<file path="src/hw/rtl/wss_pkg.sv">
// ----------------------------------------------------------------------------
// wss_pkg: shared types and constants of the wildcard signature scanner
// widths, wildcard code, register indexes, state codes and the cell
// control struct used by the top level and the matcher cells
// ----------------------------------------------------------------------------
`default_nettype none

package wss_pkg;

    localparam int MAX_PATTERN = 64;
    localparam int PAT_IDX_W   = $clog2(MAX_PATTERN);
    localparam int LEN_W       = 7;
    localparam int STEP_W      = 4;
    localparam int ADDR_W      = 64;
    localparam int BYTE_W      = 8;
    localparam int CFG_IDX_W   = 2;
    localparam int NUM_MOD     = (1 << STEP_W) - 1;

    localparam logic [BYTE_W-1:0] WILDCARD = 8'h2A;

    typedef enum logic [CFG_IDX_W-1:0] {
        CFG_PATTERN_LENGTH = 2'd0,
        CFG_ALIGN_STEP     = 2'd1,
        CFG_REGION_BASE    = 2'd2
    } cfg_idx_t;

    typedef enum logic [2:0] {
        ST_IDLE  = 3'b001,
        ST_PREP  = 3'b010,
        ST_ALIGN = 3'b100
    } state_t;

    typedef struct packed {
        logic shift_win;
        logic clr_win;
        logic rotate;
        logic load;
        logic in_use;
    } cell_ctrl_t;

endpackage

`default_nettype wire

</file>
<file path="src/hw/rtl/wss_cell.sv">
// ----------------------------------------------------------------------------
// wss_cell: one matcher cell
// holds one window byte and one pattern byte of the rotating pattern ring,
// compares the pattern byte with the entering byte and passes both on to its neighbors
// ----------------------------------------------------------------------------
`default_nettype none

module wss_cell (
    input  wire                      clk,
    input  wire                      rst_n,
    input  wire wss_pkg::cell_ctrl_t ctrl,
    input  wire [wss_pkg::BYTE_W-1:0] win_in,
    output logic [wss_pkg::BYTE_W-1:0] win_out,
    input  wire [wss_pkg::BYTE_W-1:0] pat_nb,
    output logic [wss_pkg::BYTE_W-1:0] pat_out,
    input  wire [wss_pkg::BYTE_W-1:0] load_data,
    output logic                     ok
);
    import wss_pkg::*;

    logic [BYTE_W-1:0] win_reg;
    logic [BYTE_W-1:0] win_next;
    logic [BYTE_W-1:0] pat_reg;
    logic [BYTE_W-1:0] pat_next;

    // window byte, cleared at end of region
    always_comb
    begin
        win_next = win_reg;
        if (ctrl.clr_win)
        begin
            win_next = '0;
        end
        else if (ctrl.shift_win)
        begin
            win_next = win_in;
        end
    end

    always_ff @(posedge clk or negedge rst_n)
    begin
        if (!rst_n)
        begin
            win_reg <= '0;
        end
        else
        begin
            win_reg <= win_next;
        end
    end

    // pattern ring byte, no reset
    always_comb
    begin
        pat_next = pat_reg;
        if (ctrl.rotate)
        begin
            pat_next = pat_nb;
        end
        else if (ctrl.load)
        begin
            pat_next = load_data;
        end
    end

    always_ff @(posedge clk)
    begin
        pat_reg <= pat_next;
    end

    // compare against the byte entering this cell
    assign ok      = !ctrl.in_use || (pat_reg == WILDCARD) || (pat_reg == win_in);
    assign win_out = win_reg;
    assign pat_out = pat_reg;

endmodule

`default_nettype wire

</file>
<file path="src/hw/rtl/wildcard_signature_scanner.sv">
// ----------------------------------------------------------------------------
// wildcard_signature_scanner: streaming wildcard byte-pattern search
// loads a pattern one byte per transaction, then scans a region one byte per
// transaction and reports the first aligned match address, or not found
// ----------------------------------------------------------------------------
//
//  channel | handshake            | payload
//  --------+----------------------+---------------------------------------
//  in      | in_valid / in_ready  | cmd, pattern_index, data_byte, last_byte
//  out     | out_valid / out_ready| found, match_address
//  cfg     | cfg_valid / cfg_ready| cfg_index, cfg_data
//
//  one input transaction per cycle, loads and scans alike, as long as no
//  realignment runs and the output register is empty or being drained; a
//  result appears in the cycle after the scanned byte that causes it
//  after a configuration write in_ready stays low through PREP and ALIGN: the
//  pattern ring rotates one cell per cycle to line up with the new length,
//  and the length remainder modulo the step is found by repeated subtraction
//  reset is asynchronous; no clearing pass, the pattern ring is undefined
//  until loaded and the scan window resets to zero at once
//  a stalled result holds its payload until out_ready
// ----------------------------------------------------------------------------
`default_nettype none

module wildcard_signature_scanner (
    input  wire                           clk,
    input  wire                           rst_n,
    // input item channel
    input  wire                           in_valid,
    output logic                          in_ready,
    input  wire                           cmd,
    input  wire [wss_pkg::PAT_IDX_W-1:0]  pattern_index,
    input  wire [wss_pkg::BYTE_W-1:0]     data_byte,
    input  wire                           last_byte,
    // result channel
    output logic                          out_valid,
    input  wire                           out_ready,
    output logic                          found,
    output logic [wss_pkg::ADDR_W-1:0]    match_address,
    // configuration write channel
    input  wire                           cfg_valid,
    output logic                          cfg_ready,
    input  wire [wss_pkg::CFG_IDX_W-1:0]  cfg_index,
    input  wire [wss_pkg::ADDR_W-1:0]     cfg_data
);
    import wss_pkg::*;

    // configuration registers
    logic [LEN_W-1:0]   pattern_length_reg;
    logic [LEN_W-1:0]   pattern_length_next;
    logic [STEP_W-1:0]  align_step_reg;
    logic [STEP_W-1:0]  align_step_next;
    logic [ADDR_W-1:0]  region_base_reg;
    logic [ADDR_W-1:0]  region_base_next;

    // control state
    state_t             state_reg;
    state_t             state_next;
    logic [PAT_IDX_W-1:0] base_reg;      // ring offset: cell k holds pattern[base - k]
    logic [PAT_IDX_W-1:0] base_next;
    logic [PAT_IDX_W-1:0] rem_reg;       // (len - 1) mod step
    logic [PAT_IDX_W-1:0] rem_next;
    logic [ADDR_W-1:0]  basem_reg;       // region_base - (len - 1)
    logic [ADDR_W-1:0]  basem_next;
    logic [ADDR_W-1:0]  bytes_seen_reg;
    logic [ADDR_W-1:0]  bytes_seen_next;
    logic               reported_reg;
    logic               reported_next;
    logic [STEP_W-1:0]  pm_reg  [NUM_MOD];  // byte position modulo 1..15
    logic [STEP_W-1:0]  pm_next [NUM_MOD];

    // result register
    logic               out_valid_reg;
    logic               out_valid_next;
    logic               found_reg;
    logic [ADDR_W-1:0]  match_address_reg;

    // datapath
    logic                 in_acc;
    logic                 scan_acc;
    logic                 load_acc;
    logic                 cfg_acc;
    logic                 rot_en;
    logic [LEN_W-1:0]     len_eff;
    logic [PAT_IDX_W-1:0] lenm1;
    logic [STEP_W-1:0]    step_eff;
    logic [STEP_W-1:0]    pm_sel;
    logic [PAT_IDX_W-1:0] wr_addr;
    logic                 pos_fits;
    logic                 aligned;
    logic                 all_ok;
    logic                 hit;
    logic                 miss_end;
    logic [ADDR_W-1:0]    hit_addr;

    // cell chain
    cell_ctrl_t         cell_ctrl [MAX_PATTERN];
    logic [BYTE_W-1:0]  win_in    [MAX_PATTERN];
    logic [BYTE_W-1:0]  win_out   [MAX_PATTERN];
    logic [BYTE_W-1:0]  pat_out   [MAX_PATTERN];
    logic [MAX_PATTERN-1:0] cell_ok;

    // handshakes
    assign cfg_ready = 1'b1;
    assign cfg_acc   = cfg_valid && cfg_ready;
    assign in_ready  = (state_reg == ST_IDLE) && (!out_valid_reg || out_ready);
    assign in_acc    = in_valid && in_ready;
    assign scan_acc  = in_acc && cmd;
    assign load_acc  = in_acc && !cmd;

    // effective length and step: zero means one, length saturates
    always_comb
    begin
        if (pattern_length_reg == '0)
        begin
            len_eff = LEN_W'(1);
        end
        else if (pattern_length_reg > LEN_W'(MAX_PATTERN))
        begin
            len_eff = LEN_W'(MAX_PATTERN);
        end
        else
        begin
            len_eff = pattern_length_reg;
        end
        step_eff = (align_step_reg == '0) ? STEP_W'(1) : align_step_reg;
    end

    assign lenm1   = PAT_IDX_W'(len_eff - LEN_W'(1));
    assign wr_addr = base_reg - pattern_index;

    // configuration writes
    always_comb
    begin
        pattern_length_next = pattern_length_reg;
        align_step_next     = align_step_reg;
        region_base_next    = region_base_reg;
        if (cfg_acc)
        begin
            case (cfg_idx_t'(cfg_index))
                CFG_PATTERN_LENGTH: pattern_length_next = cfg_data[LEN_W-1:0];
                CFG_ALIGN_STEP:     align_step_next     = cfg_data[STEP_W-1:0];
                CFG_REGION_BASE:    region_base_next    = cfg_data;
                default:            ;
            endcase
        end
    end

    // realignment sequencer: ring rotation and remainder after any config write
    always_comb
    begin
        state_next = state_reg;
        base_next  = base_reg;
        rem_next   = rem_reg;
        basem_next = basem_reg;
        rot_en     = 1'b0;
        case (state_reg)
            ST_IDLE:
            begin
            end
            ST_PREP:
            begin
                rem_next   = lenm1;
                basem_next = region_base_reg - ADDR_W'(lenm1);
                state_next = ST_ALIGN;
            end
            ST_ALIGN:
            begin
                if (base_reg != lenm1)
                begin
                    rot_en    = 1'b1;
                    base_next = base_reg - PAT_IDX_W'(1);
                end
                if (rem_reg >= PAT_IDX_W'(step_eff))
                begin
                    rem_next = rem_reg - PAT_IDX_W'(step_eff);
                end
                else if (base_reg == lenm1)
                begin
                    state_next = ST_IDLE;
                end
            end
            default:
            begin
                state_next = ST_IDLE;
            end
        endcase
        if (cfg_acc)
        begin
            state_next = ST_PREP;
        end
    end

    // match decision for the byte being scanned
    assign pm_sel   = pm_reg[step_eff - STEP_W'(1)];
    assign pos_fits = bytes_seen_reg >= ADDR_W'(lenm1);
    assign aligned  = pm_sel == rem_reg[STEP_W-1:0] && rem_reg < PAT_IDX_W'(step_eff);
    assign all_ok   = &cell_ok;
    assign hit      = scan_acc && !reported_reg && pos_fits && aligned && all_ok;
    assign miss_end = scan_acc && last_byte && !reported_reg && !hit;
    assign hit_addr = basem_reg + bytes_seen_reg;

    // region bookkeeping
    always_comb
    begin
        bytes_seen_next = bytes_seen_reg;
        reported_next   = reported_reg;
        for (int i = 0; i < NUM_MOD; i++)
        begin
            pm_next[i] = pm_reg[i];
        end
        if (scan_acc)
        begin
            if (last_byte)
            begin
                bytes_seen_next = '0;
                reported_next   = 1'b0;
                for (int i = 0; i < NUM_MOD; i++)
                begin
                    pm_next[i] = '0;
                end
            end
            else
            begin
                bytes_seen_next = bytes_seen_reg + ADDR_W'(1);
                reported_next   = reported_reg || hit;
                for (int i = 0; i < NUM_MOD; i++)
                begin
                    pm_next[i] = (pm_reg[i] == STEP_W'(i)) ? '0 : pm_reg[i] + STEP_W'(1);
                end
            end
        end
    end

    // result register
    always_comb
    begin
        out_valid_next = out_valid_reg;
        if (hit || miss_end)
        begin
            out_valid_next = 1'b1;
        end
        else if (out_ready)
        begin
            out_valid_next = 1'b0;
        end
    end

    always_ff @(posedge clk or negedge rst_n)
    begin
        if (!rst_n)
        begin
            pattern_length_reg <= LEN_W'(1);
            align_step_reg     <= STEP_W'(4);
            region_base_reg    <= '0;
            state_reg          <= ST_IDLE;
            base_reg           <= '0;
            rem_reg            <= '0;
            basem_reg          <= '0;
            bytes_seen_reg     <= '0;
            reported_reg       <= 1'b0;
            out_valid_reg      <= 1'b0;
            for (int i = 0; i < NUM_MOD; i++)
            begin
                pm_reg[i] <= '0;
            end
        end
        else
        begin
            pattern_length_reg <= pattern_length_next;
            align_step_reg     <= align_step_next;
            region_base_reg    <= region_base_next;
            state_reg          <= state_next;
            base_reg           <= base_next;
            rem_reg            <= rem_next;
            basem_reg          <= basem_next;
            bytes_seen_reg     <= bytes_seen_next;
            reported_reg       <= reported_next;
            out_valid_reg      <= out_valid_next;
            for (int i = 0; i < NUM_MOD; i++)
            begin
                pm_reg[i] <= pm_next[i];
            end
        end
    end

    // result payload, only loaded when a result is produced
    always_ff @(posedge clk)
    begin
        if (hit || miss_end)
        begin
            found_reg         <= hit;
            match_address_reg <= hit ? hit_addr : '0;
        end
    end

    assign out_valid     = out_valid_reg;
    assign found         = found_reg;
    assign match_address = match_address_reg;

    // chain of matcher cells: window shifts toward higher cells, pattern ring
    // rotates toward lower cells
    for (genvar k = 0; k < MAX_PATTERN; k++)
    begin : g_cell
        localparam int NB = (k + 1) % MAX_PATTERN;

        if (k == 0)
        begin : g_head
            assign win_in[k] = data_byte;
        end
        else
        begin : g_body
            assign win_in[k] = win_out[k-1];
        end

        assign cell_ctrl[k].shift_win = scan_acc;
        assign cell_ctrl[k].clr_win   = scan_acc && last_byte;
        assign cell_ctrl[k].rotate    = rot_en;
        assign cell_ctrl[k].load      = load_acc && (wr_addr == PAT_IDX_W'(k));
        assign cell_ctrl[k].in_use    = PAT_IDX_W'(k) <= lenm1;

        wss_cell u_cell (
            .clk       (clk),
            .rst_n     (rst_n),
            .ctrl      (cell_ctrl[k]),
            .win_in    (win_in[k]),
            .win_out   (win_out[k]),
            .pat_nb    (pat_out[NB]),
            .pat_out   (pat_out[k]),
            .load_data (data_byte),
            .ok        (cell_ok[k])
        );
    end

endmodule

`default_nettype wire

</file>
<file path="config.mk">
export PLATFORM = sky130hd
export DESIGN_NAME = wildcard_signature_scanner
export DESIGN_NICKNAME = d
export VERILOG_FILES = /design/src/hw/rtl/wss_pkg.sv /design/src/hw/rtl/wss_cell.sv /design/src/hw/rtl/wildcard_signature_scanner.sv
export SDC_FILE = /design/constraint.sdc
export NUM_CORES = 2
export LEC_CHECK = 0
export BUFFER_PORTS_ARGS = -buffer_cell sky130_fd_sc_hd__buf_2
export CAP_MARGIN = 25
export CORE_MARGIN = 3
export CORE_UTILIZATION = 50
export DETAILED_ROUTE_END_ITERATION = 8
export HOLD_SLACK_MARGIN = 0.02
export PLACE_DENSITY = 0.72
export SETUP_SLACK_MARGIN = 0.3
export SYNTH_ARGS = -nofsm -noshare
export SYNTH_HDL_FRONTEND = slang
export SYNTH_SLANG_ARGS = --single-unit
</file>
<file path="constraint.sdc">
create_clock -name clk -period 20.2 [get_ports clk]
set_input_delay 5.05 -clock clk [delete_from_list [all_inputs] [get_ports clk]]
set_output_delay 5.05 -clock clk [all_outputs]
set_load 0.05 [all_outputs]
</file>
=== Word level (Yosys, flattened, before mapping) ===
Index checks and enable logic that the tools add are counted.
Widths: inputs -> output; s select.

* Output and inout port bits: 68
* Flip-flop bits (word level): 1,361

* Mux-type cells: 288
* Reduce and logical (&&, ||, !) cells: 354
* Add/sub/neg operators: 23
* Equality and inequality tests: 217
* Bitwise logic cells: 1
* Magnitude comparators: 69

{| class="wikitable"
|+ Operators by type and width
! operator !! count
|-
| $mux 8 || 254
|-
| $eq 8x6->1 const B || 64
|-
| $eq 8x8->1 || 64
|-
| $eq 6x6->1 const B || 32
|-
| $le 6x6->1 const A || 32
|-
| $reduce_bool 2->1 || 67
|-
| $logic_or 1x1->1 || 131
|-
| $eq 6x5->1 const B || 16
|-
| $le 5x6->1 const A || 16
|-
| $logic_and 1x1->1 || 76
|-
| $mux 4 || 18
|-
| $logic_not 1->1 || 68
|-
| $add 64x1->64 const B || 1
|-
| $add 64x64->64 || 1
|-
| $ge 64x6->1 || 1
|-
| $mux 64 || 1
|-
| $reduce_and 64->1 || 1
|-
| $sub 64x6->64 || 1
|-
| $add 4x1->4 const B || 15
|-
| $mux 60 || 1
|-
| $eq 6x4->1 const B || 8
|-
| $le 4x6->1 const A || 8
|-
| $eq 4x4->1 const B || 7
|-
| $eq 6x3->1 const B || 4
|-
| 39 further kinds || 65
|}

=== Logic depth before layout (Yosys ltp) ===
* Word-level depth: 15
* Gate-level depth with buffers: 22

=== Cells and area by module ===
From an unflattened synthesis, not the netlist that was laid out.

* Cell total of the unflattened synthesis: 6,112
* Area, all modules: 74,614.1 sq um

{| class="wikitable"
|+ By module, submodules not included
! module !! seq. area each (sq um) !! area an instance (sq um) !! instances !! cells each
|-
| wss_cell || 440.4 || 825.8 || 64 || 58
|-
| wildcard_signature_scanner || 8,962.3 || 21,763.4 || 1 || 2,400
|}

=== Worst setup path before layout ===
OpenSTA, ideal clock, no wires.

* Kind: input-to-reg
* Start point: input port out_ready
* End point: register found_reg (netlist: found) (enable)
* Setup time: 0.579 ns
* Arrival: 11.570 ns
* Data required time: 19.621 ns
* Cell stages on the path: 7
* Buffers on the path: 2
* Slack: 8.051 ns
* Cell sequence: nor2b_1 nor4b_2 and3_1 clkbuf_1 clkbuf_1 nand2_1 o21ai_0

* Longest elaborated chain between the ends: 11
* Elaborated cells between the ends (all ways): 13
* Classes of those cells: 13 x reduce/logical

{| class="wikitable"
|+ RTL lines
! what !! line !! source
|-
| start: declaration || wildcard_signature_scanner.sv:37 || <nowiki>input wire out_ready,</nowiki>
|-
| $logic_or 1x1->1 * || wildcard_signature_scanner.sv:106 || <nowiki>assign in_ready = (state_reg == ST_IDLE) && (!out_valid_reg || out_ready);</nowiki>
|-
| $logic_and 1x1->1 * || wildcard_signature_scanner.sv:106 ||
|-
| net in_ready || wildcard_signature_scanner.sv:30 || <nowiki>output logic in_ready,</nowiki>
|-
| $logic_and 1x1->1 * || wildcard_signature_scanner.sv:107 || <nowiki>assign in_acc = in_valid && in_ready;</nowiki>
|-
| $logic_and 1x1->1 * || wildcard_signature_scanner.sv:108 || <nowiki>assign scan_acc = in_acc && cmd;</nowiki>
|-
| $logic_and 1x1->1 (4 in series) || wildcard_signature_scanner.sv:199 || <nowiki>assign hit = scan_acc && !reported_reg && pos_fits && aligned && all_ok;</nowiki>
|-
| $logic_not 1->1 || wildcard_signature_scanner.sv:200 || <nowiki>assign miss_end = scan_acc && last_byte && !reported_reg && !hit;</nowiki>
|-
| $logic_and 1x1->1 || wildcard_signature_scanner.sv:200 ||
|-
| $logic_or 1x1->1 * || wildcard_signature_scanner.sv:290 || <nowiki>if (hit || miss_end)</nowiki>
|-
| end signal: assignment || wildcard_signature_scanner.sv:292 || <nowiki>found_reg <= hit;</nowiki>
|-
| end: declaration || wildcard_signature_scanner.sv:75 || <nowiki>logic found_reg;</nowiki>
|}

The timed path passes the listed nets; every way through them passes the cells marked *.
A chain may end at the register's enable or synchronous reset.

=== Worst setup path in the final report ===
* Start point: input port out_ready
* End point: output port in_ready

* Longest elaborated chain between the ends: 2

{| class="wikitable"
|+ RTL lines
! what !! line
|-
| $logic_or 1x1->1 || wildcard_signature_scanner.sv:106
|-
| $logic_and 1x1->1 || wildcard_signature_scanner.sv:106
|-
| end: declaration || wildcard_signature_scanner.sv:30
|}

No other way between the ends.

==> run summary <==
CP endpoint: in_ready
crit path buf inv count: 3
Critical Path Sink Type: output pin
FF-to-FF Start: pattern_length_reg[2]
RSZ-0062 raised after global routing: false
Crit path max-delay family: buffers and inverters
WL final: 194800 microns
Post-synth EDFFs: 577
YS warnings: 0
min-delay src: basem_reg[35]
Tcrit/Tclk final: 55.03%
worst-path fanout max: 4
CTS tree: built
Peak Freq: 89.97 MHz
Post CTS Setup Buffer Count: 0
total negative slack: 0 ps
Final Hold Violating Endpoints: 0
Design Power: 7.406 mW
Worst Reg-to-Reg Cells: 18
initial core utilization: 50.59%
First-pass DRT Iterations: 6
async set or reset register ratio after synthesis: 57.60%
H-tree depth: 4
Worst path most repeated cell: buf_2
Layout area overhead: 11.05%
R2R Path End: match_address[16]
worst setup path startpoint: out_ready
crit-path max cell delay: 290 ps
total congestion overflow: 0
Avg Cell Area, Syn: 10.44 sq um
Final setup violation count: 0
most common cell after layout, fill and taps aside: nand2_1
Worst Hold Class: reg -> reg
die height: 379.7 microns
final instance area: 77530 sq um
stages on the worst setup path: 5
Slowest-stage cell, CP: nor4b_2
width of the chip: 379.7 microns
routed via count: 52190
vias in the first global route: 51600
Site Rows: 136
Largest register FFs: 512
die area: 144100 sq um
drt drc: 0
post-synth cell types: 88
critical path type: in -> out
r2r setup slk: 12880 ps
pwr dens: 95.53 nW/um^2
CORE AREA: 138000 sq um
Required @ worst endpoint: 15150 ps
root buffer cell: clkbuf_16
Least-Margin Pin Slew: 1172 ps
Seq/Total Area, Yosys: 52.93%
largest net degree at the start of global routing: 227
hold_buf cts: 0
Worst slew margin: 21.88%
crit path cell chain: buf_2 -> nor2b_1 -> nor4b_2 -> buf_4 -> buf_2
ANT nets after route: 0
Final nets: 6933
Port Buffer Count: 153
WL/cell: 22.35 microns
post-CTS sizing: 0
clock tree buffer depth: 3
Peak supply drop: 0.00009501 V
synthesized cell area: 69810 sq um
CP Data Arrival Time: 6070 ps
layout cells sized above 1: 9.506%
cell count after synthesis: 6686
Worst-path clk slew: 60 ps
Most used DFF post-synth: dfrtp_1
CTS Sinks: 1361
First DRT Iteration DRCs: 5226
Synth Net Count: 6895
MaxCap Viol Count: 0
placed cell areas: 72220 sq um
vias per cell: 5.988
IO Count: 155
CTS buffer count: 146
flop and latch count out of synthesis: 1361
Slew Viols, Final: 0
most frequent cells in the layout: nand2_1, dfrtp_1, xnor2_1
Final GP Congestion: 0.9549
Final Skew: 45.48 ps
Detailed Place HPWL: 129600 microns
Critical Path Source Type: input pin
# fillers: 11690
initial antenna violation count: 14
Worst-Skew Late Latency: 790 ps
Period minus WS final: 11120 ps
leakage: 34.08 nW
GRT Overall Usage: 26.53%
first-pass GRT wire length: 302900 microns
outcome: finished clean
layout make-up:
| cell class | instances | area [sq um] | share of cell area, % |
|---|---|---|---|
| sequential | 1361 | 36950 | 47.66 |
| clock inverter | 59 | 737.0 | 0.9506 |
| clock buffer | 213 | 4277 | 5.516 |
| inverter | 78 | 292.8 | 0.3776 |
| multi-input combinational | 4857 | 31160 | 40.20 |
| timing repair buffer | 280 | 1765 | 2.277 |
| antenna | 5 | 12.51 | 0.01614 |
| tap | 1863 | 2331 | 3.007 |
where the power goes:
group | total (mW) | leakage (nW) | switching [mW] | internal, mW
clock network | 2.79 | 2.46 | 1.14 | 1.66
registers | 3.30 | 15.7 | 0.200 | 3.10
logic | 1.31 | 16.0 | 0.828 | 0.486
cell usage after synthesis, drive strengths merged (25+ instances only):
library cell | n | area share, %
a21o | 558 | 6.0
a21oi | 136 | 0.97
a31oi | 33 | 0.30
buf | 60 | 0.38
clkbuf | 330 | 1.8
dfrtp | 781 | 28
edfxtp | 577 | 25
ha | 118 | 2.1
inv | 78 | 0.42
mux2 | 81 | 1.3
mux2i | 31 | 0.44
nand2 | 1323 | 7.1
nand2b | 28 | 0.25
nand3 | 73 | 0.52
nand3b | 522 | 5.6
nand4 | 160 | 1.4
nor2 | 233 | 1.3
nor2b | 25 | 0.22
nor3 | 56 | 0.45
nor4 | 54 | 0.50
nor4b | 69 | 0.87
nor4bb | 64 | 0.92
o21ai | 318 | 2.3
or3 | 29 | 0.27
xnor2 | 580 | 7.3
xor2 | 115 | 1.4
through the flow:
step / hold slack, ps / std cells / setup slack, ps / utilization, %
after global routing: 509.8 / 8713 / 9054 / 56.17
after CTS: 490.8 / 8668 / 9074 / 55.97
final: 485.3 / 8716 / 9085 / 56.18
after floorplan: 445.3 / 6686 / 8051 / -
after detailed placement: 474.9 / 8396 / 9084 / 52.33
after global placement: 468.5 / 8384 / 9093 / 52.26
cell families after synthesis:
kind of cell	Yosys count	synth area share, %
AND/OR/NAND/NOR	2717	20.24
flip-flops	1361	52.93
AO/OA/AOI/OAI	1207	11.46
XOR/XNOR	695	8.719
buffers and inverters	468	2.570
adder cells (fa/ha/maj)	122	2.230
multiplexers	115	1.848
other	1	0.005372
per-layer routing:
metal  wire length, microns  GRT usage (%)  up-vias  part of all wire (%)
met5                     21              0        -                 0.011
li1                       -              -    23690                     -
met3                  14830          4.777      441                   7.6
met4                   7813          10.67        4                   4.0
met1                  79370          35.11    26020                    41
met2                  92790          43.30     2039                    48
how the worst min path moves through the flow:
stage | endpoint | slack (ps) | depth (start not counted)
finish | basem_reg[35] | 490 | 2
global route | basem_reg[35] | 510 | 2
CTS | basem_reg[10] | 490 | 2
detailed placement | basem_reg[35] | 470 | 2
global placement | basem_reg[35] | 470 | 2
floorplan | basem_reg[35] | 450 | 2
tightest hold or removal path: stages, from the launching register on:
cell	delay, ps
dfrtp_1	350
nand2_1	50
nand2_1	50
(Power assumes the default switching activity.)
